[src/rtl/modular_exponentiation_assert.svh]
// ---------------------------------------------------------------------------
// Assertion macros for the modular exponentiation block
// Clocked on clk, quiet while arst_n is low.
// ---------------------------------------------------------------------------
`ifndef MODULAR_EXPONENTIATION_ASSERT_SVH
`define MODULAR_EXPONENTIATION_ASSERT_SVH

// same-cycle implication
`define MEXP_CHECK(lbl, ante, cons, msg) \
	lbl: assert property (@(posedge clk) disable iff (!arst_n) (ante) |-> (cons)) \
		else $error(msg);

// next-cycle implication
`define MEXP_CHECK_NEXT(lbl, ante, cons, msg) \
	lbl: assert property (@(posedge clk) disable iff (!arst_n) (ante) |=> (cons)) \
		else $error(msg);

`endif

[src/rtl/mexp_pkg.sv]
// ---------------------------------------------------------------------------
// mexp_pkg
// Widths, register indexes and controller/datapath interface types.
// ---------------------------------------------------------------------------
package mexp_pkg;

	localparam int EXP_BITS   = 31;
	localparam int MOD_BITS   = 31;
	localparam int BYTE_BITS  = 8;
	localparam int EBIT_W     = $clog2(EXP_BITS);
	localparam int CNT_W      = $clog2(MOD_BITS);
	localparam int CFG_IDX_W  = 1;
	localparam int CFG_DATA_W = (EXP_BITS > MOD_BITS) ? EXP_BITS : MOD_BITS;
	localparam int OUT_BYTES  = (MOD_BITS + 7) / 8;
	localparam int OUT_W      = OUT_BYTES * 8;

	localparam logic [CFG_IDX_W-1:0] REG_EXPONENT = 1'b0;
	localparam logic [CFG_IDX_W-1:0] REG_MODULUS  = 1'b1;

	typedef struct packed {
		logic load;       // take a new byte and start its reduction
		logic start_sqr;  // acc = acc * acc mod m
		logic start_mul;  // acc = acc * base mod m
		logic emit;       // move acc into the output register
	} mexp_cmd_t;

	typedef struct packed {
		logic busy;
		logic done;
	} mexp_status_t;

endpackage

[src/rtl/mexp_datapath.sv]
// ---------------------------------------------------------------------------
// mexp_datapath
// Bit-serial interleaved modular multiplier, one multiplier bit per cycle,
// with the base, accumulator and result registers around it.
// ---------------------------------------------------------------------------
module mexp_datapath (
	input  logic                         clk,
	input  logic                         arst_n,
	input  mexp_pkg::mexp_cmd_t          cmd,
	output mexp_pkg::mexp_status_t       status,
	input  logic [mexp_pkg::BYTE_BITS-1:0] in_byte,
	input  logic [mexp_pkg::MOD_BITS-1:0]  modulus,
	output logic [mexp_pkg::MOD_BITS-1:0]  result
);
	import mexp_pkg::*;

	localparam int SUM_W = MOD_BITS + 2;

	logic [MOD_BITS-1:0] base_q;
	logic [MOD_BITS-1:0] acc_q;
	logic [MOD_BITS-1:0] mul_a_q;
	logic [MOD_BITS-1:0] mul_b_q;
	logic [MOD_BITS-1:0] prod_q;
	logic [MOD_BITS-1:0] res_q;
	logic [CNT_W-1:0]    cnt_q;
	logic                busy_q;
	logic                done_q;
	logic                to_base_q;

	logic [MOD_BITS-1:0] one_mod;
	logic [SUM_W-1:0]    sum;
	logic [SUM_W-1:0]    mod_1x;
	logic [SUM_W-1:0]    mod_2x;
	logic [SUM_W-1:0]    step;
	logic [MOD_BITS-1:0] next_prod;
	logic                last_bit;

	// 1 mod m: zero when the modulus is one
	assign one_mod = MOD_BITS'(modulus != MOD_BITS'(1));

	// 2*prod + bit*a stays below 3m, so at most two subtractions of m
	always_comb begin
		sum    = {1'b0, prod_q, 1'b0}
			+ (mul_b_q[MOD_BITS-1] ? {2'b00, mul_a_q} : SUM_W'(0));
		mod_1x = {2'b00, modulus};
		mod_2x = {1'b0, modulus, 1'b0};
		if (sum >= mod_2x) begin
			step = sum - mod_2x;
		end else if (sum >= mod_1x) begin
			step = sum - mod_1x;
		end else begin
			step = sum;
		end
		next_prod = step[MOD_BITS-1:0];
	end

	assign last_bit = (cnt_q == '0);

	always_ff @(posedge clk or negedge arst_n) begin
		if (!arst_n) begin
			busy_q    <= 1'b0;
			done_q    <= 1'b0;
			cnt_q     <= '0;
			to_base_q <= 1'b0;
		end else begin
			done_q <= 1'b0;
			if (cmd.load || cmd.start_sqr || cmd.start_mul) begin
				busy_q    <= 1'b1;
				cnt_q     <= CNT_W'(MOD_BITS - 1);
				to_base_q <= cmd.load;
			end else if (busy_q) begin
				cnt_q <= cnt_q - CNT_W'(1);
				if (last_bit) begin
					busy_q <= 1'b0;
					done_q <= 1'b1;
				end
			end
		end
	end

	always_ff @(posedge clk) begin
		if (cmd.load) begin
			// byte mod m is the product (1 mod m) * byte
			mul_a_q <= one_mod;
			mul_b_q <= MOD_BITS'(in_byte);
			prod_q  <= '0;
			acc_q   <= one_mod;
		end else if (cmd.start_sqr) begin
			mul_a_q <= acc_q;
			mul_b_q <= acc_q;
			prod_q  <= '0;
		end else if (cmd.start_mul) begin
			mul_a_q <= base_q;
			mul_b_q <= acc_q;
			prod_q  <= '0;
		end else if (busy_q) begin
			prod_q  <= next_prod;
			mul_b_q <= {mul_b_q[MOD_BITS-2:0], 1'b0};
			if (last_bit) begin
				if (to_base_q) begin
					base_q <= next_prod;
				end else begin
					acc_q <= next_prod;
				end
			end
		end
		if (cmd.emit) begin
			res_q <= (modulus == '0) ? '0 : acc_q;
		end
	end

	assign status.busy = busy_q;
	assign status.done = done_q;
	assign result      = res_q;

endmodule

[src/rtl/mexp_ctrl.sv]
// ---------------------------------------------------------------------------
// mexp_ctrl
// Sequencer for left-to-right square-and-multiply over the exponent bits,
// plus the input and output handshakes.
// ---------------------------------------------------------------------------
module mexp_ctrl (
	input  logic                          clk,
	input  logic                          arst_n,
	input  logic                          in_valid,
	output logic                          in_ready,
	output logic                          out_valid,
	input  logic                          out_ready,
	input  logic [mexp_pkg::EXP_BITS-1:0] exponent,
	input  mexp_pkg::mexp_status_t        status,
	output mexp_pkg::mexp_cmd_t           cmd
);
	import mexp_pkg::*;

	typedef enum logic [2:0] {
		ST_IDLE,
		ST_RED,
		ST_SQR,
		ST_MUL,
		ST_WB
	} state_t;

	state_t            state_q;
	logic [EBIT_W-1:0] ebit_q;
	logic              start_sqr_q;
	logic              start_mul_q;
	logic              out_valid_q;
	logic              emit;

	assign in_ready = (state_q == ST_IDLE);
	assign emit     = (state_q == ST_WB) && (!out_valid_q || out_ready);

	assign cmd.load      = in_ready && in_valid;
	assign cmd.start_sqr = start_sqr_q;
	assign cmd.start_mul = start_mul_q;
	assign cmd.emit      = emit;
	assign out_valid     = out_valid_q;

	always_ff @(posedge clk or negedge arst_n) begin
		if (!arst_n) begin
			state_q     <= ST_IDLE;
			ebit_q      <= '0;
			start_sqr_q <= 1'b0;
			start_mul_q <= 1'b0;
			out_valid_q <= 1'b0;
		end else begin
			start_sqr_q <= 1'b0;
			start_mul_q <= 1'b0;
			if (emit) begin
				out_valid_q <= 1'b1;
			end else if (out_ready) begin
				out_valid_q <= 1'b0;
			end
			unique case (state_q)
				ST_IDLE: begin
					if (in_valid) begin
						state_q <= ST_RED;
					end
				end
				ST_RED: begin
					if (status.done) begin
						ebit_q      <= EBIT_W'(EXP_BITS - 1);
						start_sqr_q <= 1'b1;
						state_q     <= ST_SQR;
					end
				end
				ST_SQR: begin
					if (status.done) begin
						if (exponent[ebit_q]) begin
							start_mul_q <= 1'b1;
							state_q     <= ST_MUL;
						end else if (ebit_q == '0) begin
							state_q <= ST_WB;
						end else begin
							ebit_q      <= ebit_q - EBIT_W'(1);
							start_sqr_q <= 1'b1;
						end
					end
				end
				ST_MUL: begin
					if (status.done) begin
						if (ebit_q == '0) begin
							state_q <= ST_WB;
						end else begin
							ebit_q      <= ebit_q - EBIT_W'(1);
							start_sqr_q <= 1'b1;
							state_q     <= ST_SQR;
						end
					end
				end
				ST_WB: begin
					// hold until the output register is free
					if (emit) begin
						state_q <= ST_IDLE;
					end
				end
				default: begin
					state_q <= ST_IDLE;
				end
			endcase
		end
	end

endmodule

[src/rtl/modular_exponentiation.sv]
// Each byte costs one modular product for its reduction, one square per exponent bit
// and one multiply per set exponent bit; one byte in flight at a time.
// Each modular product runs as a start, MOD_BITS serial steps and a done.
// The next byte can be taken in the cycle after its result is loaded into the output
// register; a result waits in the output register while the next byte is worked on.
// Reset (arst_n low): exponent = 1, modulus = 1, no result pending, idle.
// ---------------------------------------------------------------------------
// modular_exponentiation
// Byte-wise RSA power: cipher = message_byte ^ exponent mod modulus.
// ---------------------------------------------------------------------------
`include "modular_exponentiation_assert.svh"

module modular_exponentiation (
	input  logic                            clk,
	input  logic                            arst_n,
	input  logic                            cfg_we,
	input  logic [mexp_pkg::CFG_IDX_W-1:0]  cfg_index,
	input  logic [mexp_pkg::CFG_DATA_W-1:0] cfg_data,
	input  logic                            s_tvalid,
	output logic                            s_tready,
	input  logic [mexp_pkg::BYTE_BITS-1:0]  s_tdata,   // [7:0] message_byte
	output logic                            m_tvalid,
	input  logic                            m_tready,
	output logic [mexp_pkg::OUT_W-1:0]      m_tdata    // [30:0] cipher_value, rest zero
);
	import mexp_pkg::*;

	logic [EXP_BITS-1:0] exponent_q;
	logic [MOD_BITS-1:0] modulus_q;
	logic [MOD_BITS-1:0] result;
	mexp_cmd_t           cmd;
	mexp_status_t        status;

	always_ff @(posedge clk or negedge arst_n) begin
		if (!arst_n) begin
			exponent_q <= EXP_BITS'(1);
			modulus_q  <= MOD_BITS'(1);
		end else if (cfg_we) begin
			unique case (cfg_index)
				REG_EXPONENT: exponent_q <= cfg_data[EXP_BITS-1:0];
				REG_MODULUS:  modulus_q  <= cfg_data[MOD_BITS-1:0];
				default: ;
			endcase
		end
	end

	mexp_ctrl u_ctrl (
		.clk       (clk),
		.arst_n    (arst_n),
		.in_valid  (s_tvalid),
		.in_ready  (s_tready),
		.out_valid (m_tvalid),
		.out_ready (m_tready),
		.exponent  (exponent_q),
		.status    (status),
		.cmd       (cmd)
	);

	mexp_datapath u_datapath (
		.clk     (clk),
		.arst_n  (arst_n),
		.cmd     (cmd),
		.status  (status),
		.in_byte (s_tdata),
		.modulus (modulus_q),
		.result  (result)
	);

	assign m_tdata = OUT_W'(result);

	`MEXP_CHECK_NEXT(a_leave_idle, s_tvalid && s_tready, !s_tready,
		"accepted byte did not start work")
	`MEXP_CHECK(a_done_not_idle, status.done || status.busy, !s_tready,
		"multiplier active while idle")
	`MEXP_CHECK(a_result_range, m_tvalid,
		(modulus_q == '0) ? (m_tdata == '0) : (m_tdata < OUT_W'(modulus_q)),
		"result not reduced")

endmodule
[config.mk]
export PLATFORM = sky130hd
export DESIGN_NAME = modular_exponentiation
export DESIGN_NICKNAME = d
export VERILOG_FILES = /design/src/rtl/mexp_pkg.sv /design/src/rtl/mexp_datapath.sv /design/src/rtl/mexp_ctrl.sv /design/src/rtl/modular_exponentiation.sv
export VERILOG_INCLUDE_DIRS = /design/src /design/src/rtl
export SDC_FILE = /design/constraint.sdc
export NUM_CORES = 1
export LEC_CHECK = 0
export BUFFER_PORTS_ARGS = -buffer_cell sky130_fd_sc_hd__buf_4
export CAP_MARGIN = 30
export CORE_ASPECT_RATIO = 1.1
export CORE_MARGIN = 2
export CORE_UTILIZATION = 41
export DETAILED_ROUTE_END_ITERATION = 8
export PLACE_DENSITY = 0.58
export RECOVER_POWER = 100
export SLEW_MARGIN = 40
export SYNTH_ARGS = -nofsm -noshare
export SYNTH_HDL_FRONTEND = slang
export SYNTH_SLANG_ARGS = --single-unit
[constraint.sdc]
create_clock -name clk -period 6.22 [get_ports clk]
set_input_delay 0 -clock clk [delete_from_list [all_inputs] [get_ports clk]]
set_output_delay 0 -clock clk [all_outputs]
set_load 0.005 [all_outputs]
==> impl_results.md <==
* Count of flip-flops with a built-in enable after synthesis at roughly 70
* Critical path type: reg -> reg
* Simple-gate share of the synthesized area at between 10% and 20%
* Main flop type after synthesis: sky130_fd_sc_hd__dfxtp_1
* Area of the core at roughly 0.04 mm^2
* Ordered cell list for the critical path: and2_1, ha_1, inv_1, fa_1, nand2b_1, a21oi_1, o2111ai_1, and3_4, o31a_1, o21ai_0, xor2_1, buf_4, ha_1, a21o_1, a31o_2, a21o_1, o21ai_0, a21oi_2, o21a_1, o21ai_0, mux2_2, a21oi_1
* Net count after synthesis at ~1900
* Warnings, synthesis at 0
* Reg2Reg Setup Slack at 0.36 ns
* First-pass GRT wire length at approximately 74000 um
* Arrival @ worst endpoint at ~6.3 ns
* Remaining routing DRC violations at 0
* Synthesized-area fraction occupied by xor and xnor cells at between 4 and 5%
* Mean Syn Cell Area at 9.39 um^2
* Fraction of the mapped netlist area in compound gates at between 10% and 20%
* Global-route usage over all layers at around 23%
* Final critical delay including setup and external delays at a little under 6 ns
* Outcome: finished with violations
* Layout area overhead at 16.3%
* Share of layout cells above drive strength 1 at 13.6%
* Total instance count after detailed placement at between 2000 and 2500
* Post-synthesis sequential element count at approximately 270
* Setup crit end kind: flip-flop
* Nature of the critical path startpoint: flip-flop
* Largest net degree at the start of global routing at around 80
* Clock transition time at the flip-flop clock pins of the worst setup and hold paths at 0.06 ns
* Number of standard cells after synthesis at 1725
* Total number of placement rows at 76
* Number of buffer and inverter stages on the critical path at 2
* Worst min-delay path category: in -> reg
* Share of the yosys chip area belonging to registers at between 30% and 40%
* Layout net count at between 1500 and 2000
* Largest buffer count on any clock path at 3
* Global placement routability congestion at ~0.89
* Total of buffers placed on input and output ports at 77
* CTS Root Cell: sky130_fd_sc_hd__clkbuf_16
* Number of unique standard cell types used by synthesis at 85
* Period utilisation layout at a little over nine tenths
* Final hold vios at 0
* Via count at about 13000
* Count of fill cells added during filler insertion at approximately 3700
* Combinational family with the most area after synthesis: compound AO/OA/AOI/OAI gates
* Commonest non-fill, non-tap cell in the layout: sky130_fd_sc_hd__nor2_1
* Worst-path maximum fanout at 9
* Timing-limited maximum frequency at roughly 170 MHz
* Slew at the pin closest to its max-slew limit at ~3.3 ns
* Maximum level of the CTS H-tree at 1
* Iteration count of the initial detailed-routing pass at 6
* Leading cell types in the layout, fill and taps excluded: sky130_fd_sc_hd__nor2_1 (175), sky130_fd_sc_hd__a21oi_1 (145), sky130_fd_sc_hd__nand2_1 (124)
* Via count of the first global-routing pass at 13200
* Initial antenna violation count at 0
* Die footprint at a little over 0.04 mm^2
* Final setup violation count at 0
* Data required time at the worst endpoint at about 6.7 ns
* Clock latency reported for the late side of the worst-skew pair at between 0.5 and 0.6 ns
* Post-Layout Cell Count at 2369
* Clock tree from TritonCTS: built
* Cell family contributing the most delay on the critical path: compound AO/OA/AOI/OAI gates
* Skew final at about 0.026 ns
* FFs w/ async S/R, synth at ~30%
* Final antenna diode count at 0
* Cell with the biggest individual delay on the critical path: sky130_fd_sc_hd__dfxtp_1
* Crit path largest cell delay at 0.45 ns
* Cell area after technology mapping at roughly 0.016 mm^2
* Multiplexer fraction of the synthesized cell area at about a tenth
* Adder and majority gate portion of the synthesized area at under 10%
* Fin. max-slew vios at 255
* RSZ-0062 raised after global routing: false
* Vert. Die Dim at roughly 210 um
* Number of maximum-capacitance constraint violations at 6
* Starting density of the core at 41.4%
* Detailed Route WL at between 40000 and 50000 um
* Die Wd at 194 um
* I/O Pins at between 70 and 80
* Drt wl/cell at a little under 20 um
* Most used cell, CP: sky130_fd_sc_hd__o21ai_0
* Routed vias/inst at roughly 5.7
* Fin Hold WS at 0.0866 ns
* Remaining Overflow, GRT at 0
* Antenna-violating nets left at 0
* Headroom to the max-slew limit at -123%
* Detailed Place HPWL at approximately 35000 um
* Core occupancy in the finished layout at 48.2%
* Number of clock buffers inserted by TritonCTS at 29
* Initial detailed-routing violation count at 820
* Clk sink count at between 200 and 300
* Setup TNS at 0 ns
* Violated checks: max-capacitance violations, max-slew violations
-- worst register-to-register path, cell delays in order (launching register included) --
cell and delay, ns:
sky130_fd_sc_hd__dfxtp_1 0.45, sky130_fd_sc_hd__and2_1 0.18, sky130_fd_sc_hd__ha_1 0.19, sky130_fd_sc_hd__inv_1 0.06, sky130_fd_sc_hd__fa_1 0.39, sky130_fd_sc_hd__nand2b_1 0.18, sky130_fd_sc_hd__a21oi_1 0.26, sky130_fd_sc_hd__o2111ai_1 0.26
sky130_fd_sc_hd__and3_4 0.27, sky130_fd_sc_hd__o31a_1 0.35, sky130_fd_sc_hd__o21ai_0 0.21, sky130_fd_sc_hd__xor2_1 0.19, sky130_fd_sc_hd__buf_4 0.16, sky130_fd_sc_hd__ha_1 0.28, sky130_fd_sc_hd__a21o_1 0.24, sky130_fd_sc_hd__a31o_2 0.23
sky130_fd_sc_hd__a21o_1 0.20, sky130_fd_sc_hd__o21ai_0 0.24, sky130_fd_sc_hd__a21oi_2 0.11, sky130_fd_sc_hd__o21a_1 0.29, sky130_fd_sc_hd__o21ai_0 0.43, sky130_fd_sc_hd__mux2_2 0.43, sky130_fd_sc_hd__a21oi_1 0.14
-- through the flow --
step                setup slack [ns]  cell area (um^2)
floorplan                      0.981             16200
global placement               0.479             17400
finish                         0.359             18800
CTS                            0.299             18800
global route                  0.0207             18800
detailed placement             0.324             17400
-- state kept, by name, indices dropped and copies added, names as in the netlist, 3 cells and up --
| register | flops |
|---|---|
| exponent_q | 31 |
| u_datapath.base_q | 31 |
| u_datapath.mul_a_q | 31 |
| u_datapath.mul_b_q | 31 |
| u_ctrl.ebit_q | 5 |
| u_ctrl.state_q | 3 |
| u_datapath.result | 31 |
| u_datapath.acc_q | 31 |
| u_datapath.cnt_q | 5 |
| u_datapath.prod_q | 31 |
| modulus_q | 31 |
-- cell families after synthesis --
logic type	count (synthesis)
fa+ha+maj	98
compound gates	473
buf+inv	142
flops	267
xor+xnor	77
simple gates	515
other cells	1
mux	152
-- layout make-up --
type / count / area [um^2] / area share, %
clock buffers: 34 / 774 / 4.11
repair buffers: 158 / 1280 / 6.80
multi-input cells: 1316 / 9210 / 48.9
clock inverters: 20 / 206 / 1.10
inverters: 67 / 251 / 1.34
flip-flops and latches: 267 / 6480 / 34.4
well taps: 507 / 634 / 3.37
-- final timing paths --
path | cells past startpoint | start | to
max reg2reg | 22 | u_datapath.mul_b_q[30] | u_datapath.acc_q[0]
max in group asynchronous | 4 | arst_n | exponent_q[22]
min in group asynchronous | 3 | arst_n | u_ctrl.ebit_q[1]
min | 4 | cfg_index | exponent_q[2]
min reg2reg | 2 | u_datapath.prod_q[3] | u_datapath.prod_q[3]
max | 22 | u_datapath.mul_b_q[30] | u_datapath.acc_q[0]
-- synth_stat cells (9+ instances only) --
| library cell | count | area share [%] |
|---|---|---|
| sky130_fd_sc_hd__nand4_1 | 18 | 0.70 |
| sky130_fd_sc_hd__edfxtp_1 | 72 | 13 |
| sky130_fd_sc_hd__a21oi_1 | 146 | 4.5 |
| sky130_fd_sc_hd__and3_1 | 15 | 0.58 |
| sky130_fd_sc_hd__nand3_1 | 24 | 0.74 |
| sky130_fd_sc_hd__buf_1 | 10 | 0.23 |
| sky130_fd_sc_hd__nand2_1 | 124 | 2.9 |
| sky130_fd_sc_hd__and2_1 | 36 | 1.4 |
| sky130_fd_sc_hd__a21boi_0 | 9 | 0.42 |
| sky130_fd_sc_hd__nand2b_1 | 15 | 0.58 |
| sky130_fd_sc_hd__a21o_1 | 30 | 1.4 |
| sky130_fd_sc_hd__dfxtp_1 | 114 | 14 |
| sky130_fd_sc_hd__o21ai_1 | 11 | 0.34 |
| sky130_fd_sc_hd__mux2i_1 | 79 | 4.9 |
| sky130_fd_sc_hd__nor2b_1 | 41 | 1.6 |
| sky130_fd_sc_hd__o31ai_1 | 12 | 0.56 |
| sky130_fd_sc_hd__o21ai_0 | 89 | 2.7 |
| sky130_fd_sc_hd__ha_1 | 95 | 7.3 |
| sky130_fd_sc_hd__nor4_1 | 14 | 0.54 |
| sky130_fd_sc_hd__o21a_1 | 16 | 0.74 |
| sky130_fd_sc_hd__o211ai_1 | 22 | 1.0 |
| sky130_fd_sc_hd__mux2_2 | 64 | 4.4 |
| sky130_fd_sc_hd__xnor2_1 | 51 | 2.8 |
| sky130_fd_sc_hd__mux4_2 | 9 | 1.3 |
| sky130_fd_sc_hd__inv_1 | 66 | 1.5 |
| sky130_fd_sc_hd__a211oi_1 | 41 | 1.9 |
| sky130_fd_sc_hd__nor2_1 | 177 | 4.1 |
| sky130_fd_sc_hd__dfrtp_1 | 79 | 12 |
| sky130_fd_sc_hd__a31oi_1 | 11 | 0.42 |
| sky130_fd_sc_hd__a22oi_1 | 11 | 0.51 |
| sky130_fd_sc_hd__o32ai_1 | 11 | 0.59 |
| sky130_fd_sc_hd__o21bai_1 | 10 | 0.46 |
| sky130_fd_sc_hd__xor2_1 | 26 | 1.4 |
| sky130_fd_sc_hd__clkbuf_1 | 54 | 1.3 |
| sky130_fd_sc_hd__nor3_1 | 21 | 0.65 |
-- metal layers --
metal / routed length (um) / vias to the layer above / global-route usage, %
met5: 0 / - / 0
met4: 1500 / 0 / 7.32
met3: 2710 / 87 / 2.30
met2: 21300 / 420 / 37.8
met1: 21600 / 6375 / 31.3
li1: - / 6547 / -
-- repair_timing --
action,in CTS,in global routing
endpoints found under the setup margin,0,46
hold buffers,42,1
setup buffers,0,2
hold endpoints to repair,157,22
resized for setup,0,10
Power is left out: the tool's default activity adds up to more than one toggle a clock period on the data nets, which glitch-free logic cannot reach.
